===== src/rtl/c2s_pkg.sv =====
// ----------------------------------------------------------------------------
// c2s_pkg
// Shared constants and helper functions for the Cartesian to spherical
// point converter: output widths, fixed-point formats, arctangent table.
// ----------------------------------------------------------------------------
package c2s_pkg;

    // default parameter values
    localparam int COORD_BITS_DEF = 20;
    localparam int ANGLE_FRAC_DEF = 8;

    // fixed output field widths
    localparam int RANGE_WIDTH     = 20;
    localparam int AZIMUTH_WIDTH   = 17;
    localparam int ELEVATION_WIDTH = 16;

    // internal formats
    localparam int INT_FRAC     = 20;               // angle fraction bits, degrees
    localparam int CORDIC_STEPS = 24;
    localparam int NORM_BITS    = 31;               // normalized magnitude length
    localparam int NORM_W       = NORM_BITS + 1;    // normalized operand width
    localparam int SQ_W         = 2 * NORM_W;       // radicand width
    localparam int ROOT_W       = SQ_W / 2;
    localparam int CX_W         = NORM_W + 4;       // CORDIC x/y datapath
    localparam int ANG_W        = INT_FRAC + 10;    // CORDIC angle datapath
    localparam int LEN_W        = $clog2(NORM_W + 1);
    localparam int SHIFT_W      = $clog2(NORM_W);

    localparam logic signed [ANG_W-1:0] DEG90  = ANG_W'(94371840);   // 90 << 20
    localparam logic signed [ANG_W-1:0] DEG180 = ANG_W'(188743680);  // 180 << 20

    // atan(2^-i) in degrees, Q.20, rounded to nearest
    function automatic logic [ANG_W-1:0] atan_q20(input int step);
        logic [ANG_W-1:0] v;
        case (step)
            0:  v = ANG_W'(47185920);
            1:  v = ANG_W'(27855475);
            2:  v = ANG_W'(14718068);
            3:  v = ANG_W'(7471121);
            4:  v = ANG_W'(3750058);
            5:  v = ANG_W'(1876857);
            6:  v = ANG_W'(938658);
            7:  v = ANG_W'(469357);
            8:  v = ANG_W'(234682);
            9:  v = ANG_W'(117342);
            10: v = ANG_W'(58671);
            11: v = ANG_W'(29335);
            12: v = ANG_W'(14668);
            13: v = ANG_W'(7334);
            14: v = ANG_W'(3667);
            15: v = ANG_W'(1833);
            16: v = ANG_W'(917);
            17: v = ANG_W'(458);
            18: v = ANG_W'(229);
            19: v = ANG_W'(115);
            20: v = ANG_W'(57);
            21: v = ANG_W'(29);
            22: v = ANG_W'(14);
            23: v = ANG_W'(7);
            default: v = '0;
        endcase
        return v;
    endfunction

    // number of significant bits (priority encode)
    function automatic logic [LEN_W-1:0] bit_len(input logic [NORM_W-1:0] v);
        logic [LEN_W-1:0] n;
        n = '0;
        for (int i = 0; i < NORM_W; i++) begin
            if (v[i]) begin
                n = LEN_W'(i + 1);
            end
        end
        return n;
    endfunction

    // left shift that brings the magnitude to NORM_BITS bits
    function automatic logic [SHIFT_W-1:0] norm_shift(input logic [LEN_W-1:0] len);
        logic [SHIFT_W-1:0] s;
        if (len < LEN_W'(NORM_BITS)) begin
            s = SHIFT_W'(LEN_W'(NORM_BITS) - len);
        end else begin
            s = '0;
        end
        return s;
    endfunction

endpackage


===== src/rtl/c2s_front.sv =====
// ----------------------------------------------------------------------------
// c2s_front
// Input stage: takes points, splits each coordinate into sign and magnitude,
// finds the largest magnitudes, and queues the item for the back end.
// ----------------------------------------------------------------------------
module c2s_front #(
    parameter int COORD_BITS = c2s_pkg::COORD_BITS_DEF
) (
    input  logic                         aclk,
    input  logic                         aresetn,
    input  logic                         s_valid,
    output logic                         s_ready,
    input  logic signed [COORD_BITS-1:0] s_x_mm,
    input  logic signed [COORD_BITS-1:0] s_y_mm,
    input  logic signed [COORD_BITS-1:0] s_z_mm,
    output logic                         q_valid,
    input  logic                         q_ready,
    output logic [COORD_BITS-1:0]        q_ax,
    output logic [COORD_BITS-1:0]        q_ay,
    output logic [COORD_BITS-1:0]        q_az,
    output logic [COORD_BITS-1:0]        q_mxy,
    output logic [COORD_BITS-1:0]        q_mall,
    output logic [2:0]                   q_neg
);
    import c2s_pkg::*;

    localparam int QW = 5 * COORD_BITS + 3;
    localparam logic [1:0] Q_FULL = 2'd2;

    function automatic logic [COORD_BITS-1:0] mag(input logic [COORD_BITS-1:0] v);
        return v[COORD_BITS-1] ? (~v + 1'b1) : v;
    endfunction

    // classify stage
    logic                  f_valid_reg, f_valid_next;
    logic [COORD_BITS-1:0] f_ax_reg, f_ay_reg, f_az_reg;
    logic [2:0]            f_neg_reg;

    // two-entry queue
    logic [QW-1:0] q_mem_reg [0:1];
    logic          wr_ptr_reg, wr_ptr_next;
    logic          rd_ptr_reg, rd_ptr_next;
    logic [1:0]    count_reg, count_next;

    logic                  push, pop, s_accept;
    logic [COORD_BITS-1:0] mxy, mall;
    logic [QW-1:0]         q_word;

    assign pop      = q_valid && q_ready;
    assign push     = f_valid_reg && ((count_reg != Q_FULL) || pop);
    assign s_ready  = !f_valid_reg || push;
    assign s_accept = s_valid && s_ready;

    // largest magnitudes for normalization
    always_comb begin
        mxy  = (f_ax_reg > f_ay_reg) ? f_ax_reg : f_ay_reg;
        mall = (mxy > f_az_reg) ? mxy : f_az_reg;
    end

    assign q_valid = (count_reg != 2'd0);
    assign q_word  = q_mem_reg[rd_ptr_reg];
    assign {q_ax, q_ay, q_az, q_mxy, q_mall, q_neg} = q_word;

    // control next state
    always_comb begin
        f_valid_next = f_valid_reg;
        if (s_accept) begin
            f_valid_next = 1'b1;
        end else if (push) begin
            f_valid_next = 1'b0;
        end
        wr_ptr_next = push ? !wr_ptr_reg : wr_ptr_reg;
        rd_ptr_next = pop ? !rd_ptr_reg : rd_ptr_reg;
        count_next  = count_reg + {1'b0, push} - {1'b0, pop};
    end

    always_ff @(posedge aclk) begin
        if (!aresetn) begin
            f_valid_reg <= 1'b0;
            wr_ptr_reg  <= 1'b0;
            rd_ptr_reg  <= 1'b0;
            count_reg   <= 2'd0;
        end else begin
            f_valid_reg <= f_valid_next;
            wr_ptr_reg  <= wr_ptr_next;
            rd_ptr_reg  <= rd_ptr_next;
            count_reg   <= count_next;
        end
    end

    // payload
    always_ff @(posedge aclk) begin
        if (s_accept) begin
            f_ax_reg  <= mag(s_x_mm);
            f_ay_reg  <= mag(s_y_mm);
            f_az_reg  <= mag(s_z_mm);
            f_neg_reg <= {s_x_mm[COORD_BITS-1], s_y_mm[COORD_BITS-1], s_z_mm[COORD_BITS-1]};
        end
        if (push) begin
            q_mem_reg[wr_ptr_reg] <= {f_ax_reg, f_ay_reg, f_az_reg, mxy, mall, f_neg_reg};
        end
    end

endmodule


===== config.mk =====
export PLATFORM = sky130hd
export DESIGN_NAME = c2s_front
export DESIGN_NICKNAME = d
export VERILOG_FILES = /design/src/rtl/c2s_pkg.sv /design/src/rtl/c2s_front.sv
export SDC_FILE = /design/constraint.sdc
export NUM_CORES = 1
export LEC_CHECK = 0
export BUFFER_PORTS_ARGS = -buffer_cell sky130_fd_sc_hd__clkbuf_2
export CORE_MARGIN = 2
export CORE_UTILIZATION = 40
export CTS_CLUSTER_DIAMETER = 200
export DETAILED_ROUTE_END_ITERATION = 16
export GPL_TIMING_DRIVEN = 0
export PLACE_DENSITY = 0.7
export SLEW_MARGIN = 20
export SYNTH_ARGS = -nofsm -noshare
export SYNTH_HDL_FRONTEND = slang
export SYNTH_SLANG_ARGS = --single-unit

===== constraint.sdc =====
create_clock -name aclk -period 6.4 [get_ports aclk]
set_input_delay 1.28 -clock aclk [delete_from_list [all_inputs] [get_ports aclk]]
set_output_delay 1.28 -clock aclk [all_outputs]
set_load 0.02 [all_outputs]

Word level (Yosys, flattened, before mapping)
Memories as Yosys holds them, arrays and structs flattened. A register that Yosys moved wholly into a read port is not among the register bits.
Cells that the tools add are included.
{"block": "classes", "reduce_logical": 10, "addsub": 5, "div_mod_pow": 0, "n_shift": 0, "n_lt_le_gt_ge": 2, "bitwise_logic": 3, "eq_ne": 1, "mul": 0, "muxes": 11}
{"operator": "$add 20x1->20 const B", "n": 3}
{"operator": "$not 20->20", "n": 3}
{"operator": "$mux 19", "n": 3}
{"operator": "$gt 20x20->1", "n": 2}
{"operator": "$mux 20", "n": 2}
{"operator": "$mux 1", "n": 6}
{"operator": "$reduce_bool 2->1", "n": 2}
{"operator": "$logic_and 1x1->1", "n": 3}
{"operator": "$logic_not 1->1", "n": 3}
{"operator": "$add 2x1->2", "n": 1}
{"operator": "$logic_or 1x1->1", "n": 2}
{"operator": "$ne 2x2->1 const B", "n": 1}
{"operator": "$sub 2x1->2", "n": 1}
{"block": "word_totals", "output_inout_bits": 105, "mem_count": 1, "latch_bits": 0, "ram_bits": 206, "elab_cells": 44, "inputBits": 64, "rom_bits": 0, "regBits": 68}
{"memory": "q_mem_reg", "words": 2, "word_bits": 103, "read_ports": 1, "rd_clocked_by_memory_dff": 1, "write_ports": 1, "line": "c2s_front.sv:40", "rtl": "logic [QW-1:0] q_mem_reg [0:1];"}

Depth between registers and ports, before layout
Gate-level depths: netlist (run 1).
{"block": "depth", "depth_word": 7, "mapped_depth": 17, "ltp_nobuf": 14}

Worst setup path before layout (run 1)
OpenSTA, ideal clock, no wires.
{"block": "synth_timing", "kind": "input to register", "from": "input port q_ready", "to": "memory q_mem_reg[0][0] (netlist bit) (enable)", "arrival_ps": 5793, "slack_ps": 40, "path_stages": 4, "required_time_ps": 5833, "n_path_buf": 0, "setup_ps": 567, "cell_sequence": "nor2_1 nand2_1 nand2_1 nor2_1"}
{"block": "synth_between", "elab_chain_cells": 5}
{"item": "start, declared", "line": "c2s_front.sv:17", "rtl": "input logic q_ready,"}
{"item": "$logic_and 1x1->1", "line": "c2s_front.sv:49", "rtl": "assign pop = q_valid && q_ready;"}
{"item": "$logic_or 1x1->1", "line": "c2s_front.sv:50", "rtl": "assign push = f_valid_reg && ((count_reg != Q_FULL) || pop);"}
{"item": "$logic_and 1x1->1", "line": "c2s_front.sv:50"}
{"item": "$mux 1", "line": "c2s_front.sv:99", "rtl": "if (push) begin"}
{"item": "$mux 1 (implied by the code)", "line": "c2s_front.sv:100", "rtl": "q_mem_reg[wr_ptr_reg] <= {f_ax_reg, f_ay_reg, f_az_reg, mxy, mall, f_neg_reg};"}
{"item": "end, declared", "line": "c2s_front.sv:40"}
No other way between the ends.

Worst setup path in the final report (run 1)
{"block": "layout_timing", "from": "register f_ax_reg[18]", "to": "memory q_mem_reg[1][3] (netlist bit) (data pin)"}
{"block": "layout_between", "elab_chain_cells": 4}
{"item": "start, declared", "line": "c2s_front.sv:36", "rtl": "logic [COORD_BITS-1:0] f_ax_reg, f_ay_reg, f_az_reg;"}
{"item": "start signal, assigned", "line": "c2s_front.sv:94", "rtl": "f_ax_reg <= mag(s_x_mm);"}
{"item": "$gt 20x20->1", "line": "c2s_front.sv:56", "rtl": "mxy = (f_ax_reg > f_ay_reg) ? f_ax_reg : f_ay_reg;"}
{"item": "$mux 20", "line": "c2s_front.sv:56"}
{"item": "net mxy[13]", "line": "c2s_front.sv:46", "rtl": "logic [COORD_BITS-1:0] mxy, mall;"}
{"item": "$gt 20x20->1", "line": "c2s_front.sv:57", "rtl": "mall = (mxy > f_az_reg) ? mxy : f_az_reg;"}
{"item": "$mux 20", "line": "c2s_front.sv:57"}
{"item": "net mall[0]", "line": "c2s_front.sv:46"}
The timed path passes the listed nets, and every way through them passes these cells.

==> run metrics, run 1 <==
H-tree depth 1; Worst Skew around 0.0092 ns; top cell type's share of synthesized area 0.647; EDFF count, synth around 270; drt drc 0; Clock Sinks about 280; core region area 30700 sq um; hpwl dp slightly above 20000 um; Worst Path Required around 6.7 ns; Mapped Area about 12000 sq um; CP max stage cell or4_4; placed standard-cell area between 10000 and 15000 sq um; Final Hold Fails 0; worst r2r path cells 15; most area-consuming cells after synthesis edfxtp_1 65%, mux2_2 11%, ha_1 4.5%; WHS Path Cells 0; fin nets ~1200; syn_nets around 940; R2R Path Start f_ax_reg[18]$_DFFE_PP_; status complete, no violations; worst hold start f_neg_reg[2]$_DFFE_PP_; HP Class register to register; first-pass GRT wire length roughly 43000 um; Reg-to-Reg End q_mem_reg[1][3]$_DFFE_PP_; FFs w/ async S/R, synth 0; Seq/Total Area, Yosys 0.656; Place WS approximately 1.4 ns; initial antenna violation count 1; post-route minimum period roughly 5.1 ns; root buf cell clkbuf_16; row cnt 64; WL/cell roughly 19 um; Final Cell Area about 15000 sq um; CTS tree yes; post-cts sizing count 0; Setup crit end kind register; worst vdd ir approximately 0.17 mV; CTS clk-pin slew, worst paths about 0.060 ns; fraction of layout cells with a size suffix above 1 0.330; RSZ-0062 raised after global routing false; via/cell ratio approximately 5.3; largest net degree at the start of global routing 49; gpl congestion 0.884; Slew @ Worst Pin approximately 0.8 ns; PortBufs 168; filler instances 2629; fmax approximately 200 MHz; cell mode on critical path o21a_1; Yosys reg bits ~280; Pwr per Cell Area 333 nW/um^2; top-count cell post-synth edfxtp_1; # Post-CTS Setup Buffers 0; most used flip-flop cell after synthesis edfxtp_1; worst setup margin roughly 1.3 ns; Die Span Y between 150 and 200 um; width of the die around 180 um; drt first pass iters 6; clk_lat worst skew ~0.53 ns; CP peak stage delay about 0.60 ns; GRT Total Usage 0.168; Slew Viols, Final 0; Mapped Cells 835; vias in the first global route 7652; crit path launch type register; Area Growth Syn to Fin 19.2%; die area about 33000 sq um; Hold EP q_mem_reg[1][2]$_DFFE_PP_; flip-flop count of the largest register after layout approximately 210; Final setup viols 0; Synth cell types between 40 and 50; R2R setup slack about 1.3 ns; Initial Utilization 0.407; Leakage Power around 0.0055 uW; Yosys Warn Count 0; commonest cells in the netlist 269 x edfxtp_1, 123 x mux2_2, 52 x xnor2_1; worst relative slew slack 0.477; CP cell instances ha_1 -> nand4_2 -> or4_4 -> a21oi_1 -> or4_1 -> clkbuf_1 -> a311o_1 -> ha_1 -> a21oi_1 -> o21a_1 -> o221ai_1 -> o21a_1 -> o21a_1 -> clkbuf_1 -> mux2_2; Post-DRT Antenna Nets 0; Starting DRT DRC Count around 570; critical path arrival 5.33 ns; total CTS buffers 28; Antenna Cells 0; clock tree buffer depth 3; max-cap viol count 0; Synth Area per Inst ~15 sq um; crit path buf inv count 2; total gr overflow 0; CP max FO 10; final wirelength between 20000 and 30000 um; post-synth top area cell edfxtp_1; Ports around 170; Hold-fix buffers, CTS 0; routed vias approximately 7700; critical path type register to register; Crit path max-delay family compound AO/OA/AOI/OAI gates; Final period util 0.791; crit path from f_ax_reg[18]$_DFFE_PP_
==> per-stage QoR <==
stage	setup TNS [ns]	power, uW	instances	util	hold slack (ns)
final	0	4960	1455	0.486	0.454
after global routing	0	5180	1455	0.486	0.469
after CTS	0	5020	1455	0.486	0.450
after global placement	-339.11	3510	1399	0.451	0.425
after floorplan	0	3090	835	-	0.421
after detailed placement	0	3530	1408	0.459	0.436
==> layout by cell type (no fill, tap or decap), drive strengths merged, types with 7 or more instances in the layout <==
master	netlist	routed
a21oi	15	15
a311o	19	19
buf	9	18
clkbuf	26	231
clkinv	0	8
edfxtp	269	269
ha	45	45
inv	50	50
mux2	123	123
nand2	29	29
nand4	9	9
nor2	28	28
nor4	21	21
o21ai	42	42
o31ai	13	13
o41ai	7	7
or3	9	9
or4	8	8
xnor2	52	52
==> kinds of logic (layout without fill, tap and decap cells) <==
logic type,Yosys count,in the layout,share of synthesized area
flops,275,275,0.656
simple gates,137,137,0.0585
mux,123,123,0.111
compound gates,116,116,0.0636
buf+inv,85,309,0.0276
xor+xnor,54,54,0.0379
fa+ha+maj,45,45,0.0451
==> how the worst max path moves through the flow <==
stage | end | cells past startpoint | slack [ns]
2_1_floorplan | q_mem_reg[0][0]$_DFFE_PP_ | 4 | 0.04
3_3_place_gp | q_mem_reg[0][80]$_DFFE_PP_ | 5 | -2.75
3_5_place_dp | q_mem_reg[1][6]$_DFFE_PP_ | 15 | 1.43
4_1_cts | q_mem_reg[1][22]$_DFFE_PP_ | 15 | 1.43
5_1_grt | q_mem_reg[1][22]$_DFFE_PP_ | 16 | 0.93
6_report | q_mem_reg[1][3]$_DFFE_PP_ | 15 | 1.34
==> power breakdown <==
group	switching (uW)	internal (uW)
registers	69.4	2170
logic	736	500
clock network	625	860
==> routing by layer <==
metal | global-route usage | vias to the layer above | part of all wire
met4 | 0.0342 | 2 | 0.015
met5 | 0 | - | 0.00057
met1 | 0.227 | 3782 | 0.43
met3 | 0.0276 | 36 | 0.060
li1 | - | 3620 | -
met2 | 0.287 | 237 | 0.50
==> area by class of cell <==
class	count	area, sq um	area share
multi-input cells	475	3970	0.267
clock inverters	10	73.8	0.00496
well taps	396	495	0.0333
flip-flops and latches	275	8200	0.550
plain buffers	35	158	0.0106
inverters	50	188	0.0126
repair buffers	177	1050	0.0706
clock buffers	37	756	0.0507
Power figures use the tool's default switching activity.
==> run 2, diff against run 1 <==
--- a/config.mk
+++ b/config.mk
@@ -5,13 +5,14 @@
 export SDC_FILE = /design/constraint.sdc
 export NUM_CORES = 1
 export LEC_CHECK = 0
+export ABC_AREA = 1
 export BUFFER_PORTS_ARGS = -buffer_cell sky130_fd_sc_hd__clkbuf_2
 export CORE_MARGIN = 2
 export CORE_UTILIZATION = 40
 export CTS_CLUSTER_DIAMETER = 200
 export DETAILED_ROUTE_END_ITERATION = 16
 export GPL_TIMING_DRIVEN = 0
-export PLACE_DENSITY = 0.7
+export PLACE_DENSITY = 0.68
 export SLEW_MARGIN = 20
 export SYNTH_ARGS = -nofsm -noshare
 export SYNTH_HDL_FRONTEND = slang
==> constraint.sdc (replaced) <==
create_clock -name aclk -period 5.1 [get_ports aclk]
set_input_delay 1.02 -clock aclk [delete_from_list [all_inputs] [get_ports aclk]]
set_output_delay 1.02 -clock aclk [all_outputs]
set_load 0.02 [all_outputs]
==> run 2 against run 1 <==
- flip-flop and latch count stayed put
- sequential share of layout area shrank 1.1 points
- clock skew rose by 0.0021 ns
- critical endpoint is now q_mem_reg[1][22]$_DFFE_PP_
- register-to-register slack got worse by 0.098 ns
- highest routed layer is now met4
==> run metrics, run 2 <==
routed vias 7845 (+2.2%); Setup crit end kind register; core region area 30800 sq um (+0.52%); Starting DRT DRC Count 491 (-14%); commonest non-fill, non-tap cell in the layout edfxtp_1; worst r2r path cells 21 (+6); R2R setup slack 1.24 ns (-0.10 ns); Final setup viols 0 (unchanged); Slew Viols, Final 0 (unchanged); max-cap viol count 0 (unchanged); WHS Path Cells 0 (unchanged); Mapped Cells 993 (+19%); multi-input combinational cell area 3820 sq um (-3.8%); top cell type's share of synthesized area 0.641 (-0.00565); Leakage Power 0.00626 uW (+15%); Seq/Total Area, Yosys 0.651 (-0.00574); crit path launch type register; Yosys Warn Count 0 (unchanged); Ports 169 (unchanged); Slew @ Worst Pin 0.745 ns (-0.0397 ns); PortBufs 168 (unchanged); Post-DRT Antenna Nets 0 (unchanged); drt drc 0 (unchanged); Worst Skew 0.0114 ns (+0.00212 ns); post-route minimum period 3.86 ns (-1.20 ns); WL/cell 17.2 um (-11%); width of the die 181 um (+0.43%); via/cell ratio 4.84 (-8.3%); Worst Path Required 5.38 ns (-1.29 ns); Final Hold Fails 0 (unchanged); Initial Utilization 0.409 (+0.00146); placed cell count 1568 (+11%); Yosys reg bits 275 (unchanged); flip-flop count of the largest register after layout 206 (unchanged); CTS clk-pin slew, worst paths 0.06 ns (about the same); clk_lat worst skew 0.55 ns (+0.02 ns); critical path arrival 4.14 ns (-1.19 ns); vias in the first global route 7680 (+0.37%); post-cts sizing count 0 (unchanged); final wirelength 27800 um (-0.45%); Hold EP q_mem_reg[0][1]$_DFFE_PP_; syn_nets 1102 (+17%); initial antenna violation count 0 (-1); TNS Setup 0 ns (unchanged); placed standard-cell area 14200 sq um (+1.2%); Final Cell Area 15200 sq um (+2.1%); worst vdd ir 0.283 mV (+63%); R2R Path Start f_ay_reg[19]$_SDFFCE_PN0P_; gpl congestion 0.844 (-4.4%); Hold-fix buffers, CTS 0 (unchanged); EDFF count, synth 269 (unchanged); total CTS buffers 30 (+7.1%); root buf cell clkbuf_16; fraction of layout cells with a size suffix above 1 0.287 (-0.0424); H-tree depth 1 (unchanged); RSZ-0062 raised after global routing false; post-synth top area cell edfxtp_1; worst hold start f_neg_reg[1]$_DFFE_PP_; Clock Sinks 275 (unchanged); drt first pass iters 5 (-1); first-pass GRT wire length 42300 um (-1.8%); Final period util 0.756 (-0.0342); Pwr per Cell Area 432 nW/um^2 (+30%); Place WS 1.22 ns (-0.213 ns); Area Growth Syn to Fin 20.7%; clock tree buffer depth 3 (unchanged); most area-consuming cells after synthesis edfxtp_1 64%, mux2_2 9.2%, nand2_1 4.8%; HP Class register to register; commonest non-fill, non-tap cells in the layout 269 x edfxtp_1, 168 x clkbuf_2, 160 x nand2_1; Mapped Area 12600 sq um (+0.88%); Synth cell types 34 (-24%); Synth Area per Inst 12.7 sq um (-15%); most used flip-flop cell after synthesis edfxtp_1; CTS tree yes; total gr overflow 0 (unchanged); commonest cells in the netlist 269 x edfxtp_1, 160 x nand2_1, 124 x inv_1; worst relative slew slack 0.502 (+0.0253); FFs w/ async S/R, synth 0 (unchanged); fmax 259 MHz (+31%); CP max FO 10 (unchanged); # Post-CTS Setup Buffers 0 (unchanged); status complete, no violations; top-count cell post-synth edfxtp_1; final core occ 0.493 (+0.00771); fin nets 1313 (+14%); Reg area 8200 sq um (unchanged); hpwl dp 21300 um (+3.1%); row cnt 64 (unchanged); critical path type register to register; fin cells 1622 (+11%); die area 32900 sq um (+0.87%); largest net degree at the start of global routing 26 (-47%); filler instances 2732 (+3.9%); GRT Total Usage 0.167 (-0.00121); Reg-to-Reg End q_mem_reg[1][22]$_DFFE_PP_; Antenna Cells 0 (unchanged); worst setup margin 1.24 ns (-0.0976 ns); Die Span Y 181 um (+0.43%)
[run 2: cell count changes after synthesis, sizes merged, moves of 20 or more]
cell	previous run	this run
mux2	123	103
xnor2	52	14
xor2	2	36
nand2	29	161
clkbuf	26	5
inv	50	126
nor2	28	65
nand3	4	59
[run 2: final cells by class]
| type | instances | area share |
|---|---|---|
| buffer | 24 | 0.00839 |
| clock buffer | 34 | 0.0517 |
| clock inverter | 20 | 0.0128 |
| inverter | 127 | 0.0313 |
| multi-input combinational | 567 | 0.251 |
| sequential | 275 | 0.539 |
| tap | 396 | 0.0326 |
| timing repair buffer | 179 | 0.0727 |
[run 2: where the power goes]
group,switching [uW],internal [uW]
clock,856,1300
combinational,988,610
sequential,80.9,2740
total,1920,4650
[run 2: cells by family (layout without fill, tap and decap cells)]
group                    count (synthesis)  in the layout  share of synthesized area
flip-flops                             275            275                      0.651
XOR/XNOR                                50             50                     0.0348
AO/OA/AOI/OAI                           51             51                     0.0215
buffers and inverters                  151            384                     0.0480
AND/OR/NAND/NOR                        318            318                      0.108
adder cells (fa/ha/maj)                 45             45                     0.0447
multiplexers                           103            103                     0.0921
[run 2: critical path: stages (launching register included)]
cell and delay, ns:
edfxtp_1 0.42, inv_1 0.14, ha_1 0.26, nand2_1 0.11, nor2_2 0.05, nand2_1 0.12, nor2_2 0.08, nand4_2 0.10
clkbuf_1 0.35, nand3_1 0.16, and2_1 0.24, ha_1 0.31, nand2_1 0.07, nor2_1 0.12, nand2_1 0.12, nor2_1 0.21
nand3_1 0.13, nand2_1 0.14, inv_1 0.07, buf_2 0.18, nand3_1 0.13, nand2_1 0.09
[run 2: stage by stage]
step	hold slack, ns	power, uW
6_report	0.445	6570
5_1_grt	0.458	6860
4_1_cts	0.445	6650
3_5_place_dp	0.436	4490
3_3_place_gp	0.425	4430
2_1_floorplan	0.421	3920
[run 2: worst max path at each step]
| stage | startpoint | endpoint |
|---|---|---|
| floorplan | q_ready | f_ax_reg[0]$_DFFE_PP_ |
| global placement | q_ready | f_ay_reg[14]$_DFFE_PP_ |
| detailed placement | f_ay_reg[19]$_SDFFCE_PN0P_ | q_mem_reg[1][22]$_DFFE_PP_ |
| CTS | f_ay_reg[19]$_SDFFCE_PN0P_ | q_mem_reg[1][22]$_DFFE_PP_ |
| global route | f_ay_reg[19]$_SDFFCE_PN0P_ | q_mem_reg[0][22]$_DFFE_PP_ |
| finish | f_ay_reg[19]$_SDFFCE_PN0P_ | q_mem_reg[1][22]$_DFFE_PP_ |
[run 2: layer usage]
layer,wire (um),up-vias,part of all wire,track usage
li1,-,3858,-,-
met1,12300,3712,0.44,0.225
met2,13000,243,0.47,0.278
met3,1950,32,0.070,0.0357
met4,512,0,0.018,0.0371
met5,0,-,0,0
==> run 3, diff against run 2 <==
--- a/config.mk
+++ b/config.mk
@@ -5,7 +5,7 @@
 export SDC_FILE = /design/constraint.sdc
 export NUM_CORES = 1
 export LEC_CHECK = 0
-export ABC_AREA = 1
+export ABC_AREA = 0
 export BUFFER_PORTS_ARGS = -buffer_cell sky130_fd_sc_hd__clkbuf_2
 export CORE_MARGIN = 2
 export CORE_UTILIZATION = 40
==> constraint.sdc (replaced) <==
create_clock -name aclk -period 3.9 [get_ports aclk]
set_input_delay 0.78 -clock aclk [delete_from_list [all_inputs] [get_ports aclk]]
set_output_delay 0.78 -clock aclk [all_outputs]
set_load 0.02 [all_outputs]
==> run 3 against run 2 <==
- total power rose by 30%
- clock power rose by 21%
- sequential share of layout area fell by 1.4 points
- critical path depth fell by 4
- flip-flop and latch count did not move
- hold slack got worse by 0.0033 ns
- combinational power rose by 41%
- routed wire length rose by 5.2%
- the run now ends with setup timing left
- worst setup slack got worse by 1.7 ns
- largest power group unchanged
- highest routed layer unchanged
==> run metrics, run 3 (synthesized netlist as in run 1, its figures left out) <==
Pint 6070 uW (+31%); CP max stage cell or4_4; Setup crit end kind register; Crit path max-delay family simple AND/OR/NAND/NOR gates; Post-DRT Antenna Nets 0 (unchanged); Combinational Power Share 0.265 (+0.022); die area 32700 sq um (-0.86%); fin nets 1197 (-8.8%); Area Growth Syn to Fin 25.0%; metal3 WL 1520 um (-22%); Reg power frac 0.430 (about the same); worst vdd ir 0.292 mV (+3.3%); crit path launch type register; status complete, but fails checks; worst relative slew slack 0.492 (-0.0107); R2R setup slack -0.50 ns (-1.74 ns); Final Hold Fails 0 (unchanged); commonest non-fill, non-tap cell in the layout edfxtp_1; filler instances 2642 (-3.3%); placed standard-cell area 14200 sq um (-0.31%); CP cell instances inv_1 -> ha_4 -> nand4_1 -> or4_4 -> or2_1 -> buf_6 -> buf_8 -> buf_6 -> a311o_1 -> ha_1 -> buf_4 -> nand4_1 -> o221ai_2 -> o21a_1 -> o21a_4 -> clkbuf_8 -> mux2_2; row cnt 64 (unchanged); hpwl dp 20500 um (-3.8%); Pwr per Cell Area 547 nW/um^2 (+27%); Slew Viols, Final 0 (unchanged); via/cell ratio 5.21 (+7.7%); GRT Total Usage 0.173 (+0.00646); Final setup viols 40 (+40); Clock Sinks 275 (unchanged); clk_lat worst skew 0.53 ns (-0.02 ns); Clk pwr share 0.305 (-0.023); critical path arrival 4.68 ns (+0.54 ns); root buf cell clkbuf_16; Die Span Y 181 um (-0.43%); H-tree depth 1 (unchanged); fmax 227 MHz (-12%); worst hold slack 0.442 ns (-0.00332 ns); RSZ-0062 raised after global routing true; largest net degree at the start of global routing 47 (+81%); Final Cell Area 15600 sq um (+2.6%); Hold-fix buffers, CTS 0 (unchanged); drt drc 0 (unchanged); CTS tree yes; Final period util 1.13 (+0.372); Worst Path Required 4.18 ns (-1.20 ns); drt first pass iters 5 (unchanged); crit path buf inv count 6 (+2); Psw 2470 uW (+28%); worst setup margin -0.501 ns (-1.74 ns); first-pass GRT wire length 44200 um (+4.6%); HP Class register to register; Leakage Power 0.00582 uW (-7.1%); Routed met1 length 12800 um (+4.0%); max layer used met4; sw frac 0.289 (-0.00368); Antenna Cells 0 (unchanged); CP peak stage delay 0.58 ns (+0.16 ns); CP max FO 6 (-4); Slew @ Worst Pin 0.763 ns (+0.0178 ns); PortBufs 168 (unchanged); total gr overflow 0 (unchanged); flip-flop count of the largest register after layout 206 (unchanged); gpl congestion 0.890 (+5.4%); WL/cell 19.5 um (+13%); Initial Utilization 0.407 (-0.00146); fraction of layout cells with a size suffix above 1 0.389 (+0.102); post-route minimum period 4.40 ns (+0.543 ns); clock tree buffer depth 3 (unchanged); initial antenna violation count 0 (unchanged); final wirelength 29300 um (+5.2%); Worst Skew 0.0101 ns (-0.00120 ns); CTS clk-pin slew, worst paths 0.06 ns (about the same); failing checks setup timing; width of the die 181 um (-0.43%); Ports 169 (unchanged); max-cap viol count 0 (unchanged); routed vias 7838 (-0.089%); core region area 30700 sq um (-0.52%); critical path type register to register; commonest non-fill, non-tap cells in the layout 269 x edfxtp_1, 169 x clkbuf_2, 108 x mux2_2; total CTS buffers 28 (-6.7%); routed length on met2 14500 um (+11%); Starting DRT DRC Count 479 (-2.4%); vias in the first global route 7776 (+1.3%)
run 3: cell count changes in the layout (fill, tap and decap cells not counted), moves of 18 or more:
cell     before  now
nand2_1     160   28
buf_4         2   44
inv_1       124   42
nor2_1       61   27
xor2_1       36    2
nand3_1      58    4
xnor2_1      14   52
nor4_1        3   21
run 3: final timing paths:
check | start | endpoint | depth (start not counted)
max reg2reg | f_ay_reg[6]$_DFFE_PP_ | q_mem_reg[1][14]$_DFFE_PP_ | 17
min reg2reg | f_neg_reg[2]$_DFFE_PP_ | q_mem_reg[0][2]$_DFFE_PP_ | 0
max | f_ay_reg[6]$_DFFE_PP_ | q_mem_reg[1][14]$_DFFE_PP_ | 17
min | f_neg_reg[2]$_DFFE_PP_ | q_mem_reg[0][2]$_DFFE_PP_ | 0
run 3: cell type report:
class | count | area, sq um | share of cell area
timing repair buffer | 223 | 1440 | 0.0919
buffer | 35 | 193 | 0.0123
multi-input combinational | 475 | 4210 | 0.270
sequential | 275 | 8200 | 0.525
clock buffer | 32 | 737 | 0.0472
tap | 396 | 495 | 0.0317
inverter | 50 | 188 | 0.0120
clock inverter | 18 | 153 | 0.00978
run 3: metal layers:
layer  vias to the layer above  track usage
li1                       3715            -
met5                         -            0
met2                       206        0.294
met3                        34       0.0312
met1                      3883        0.234
met4                         0       0.0365
run 3: repair_timing:
item / in CTS / in global routing
pin swaps: 36 / 3
endpoints found under the setup margin: 40 / 40
setup buffers: 30 / 14
resized for setup: 34 / 14
cloned: 2 / 0
run 3: power by group through the flow:
stage / combinational [uW] / sequential, uW / clock (uW)
after floorplan: 1400 / 3700 / 0
after global routing: 2440 / 3690 / 2780
after global placement: 2030 / 3740 / 0
after CTS: 2260 / 3670 / 2680
after detailed placement: 2100 / 3740 / 0
final: 2260 / 3670 / 2600
run 3: through the flow:
step,setup TNS (ns),instances,util,total power (uW),setup slack [ns]
floorplan,0,835,-,5100,0.000118
CTS,-17.99,1490,0.503,8610,-0.464
finish,-19.30,1504,0.509,8540,-0.501
global route,-25.29,1504,0.509,8920,-0.651
detailed placement,-25.18,1408,0.462,5840,-0.655
global placement,-227.07,1399,0.454,5770,-1.49
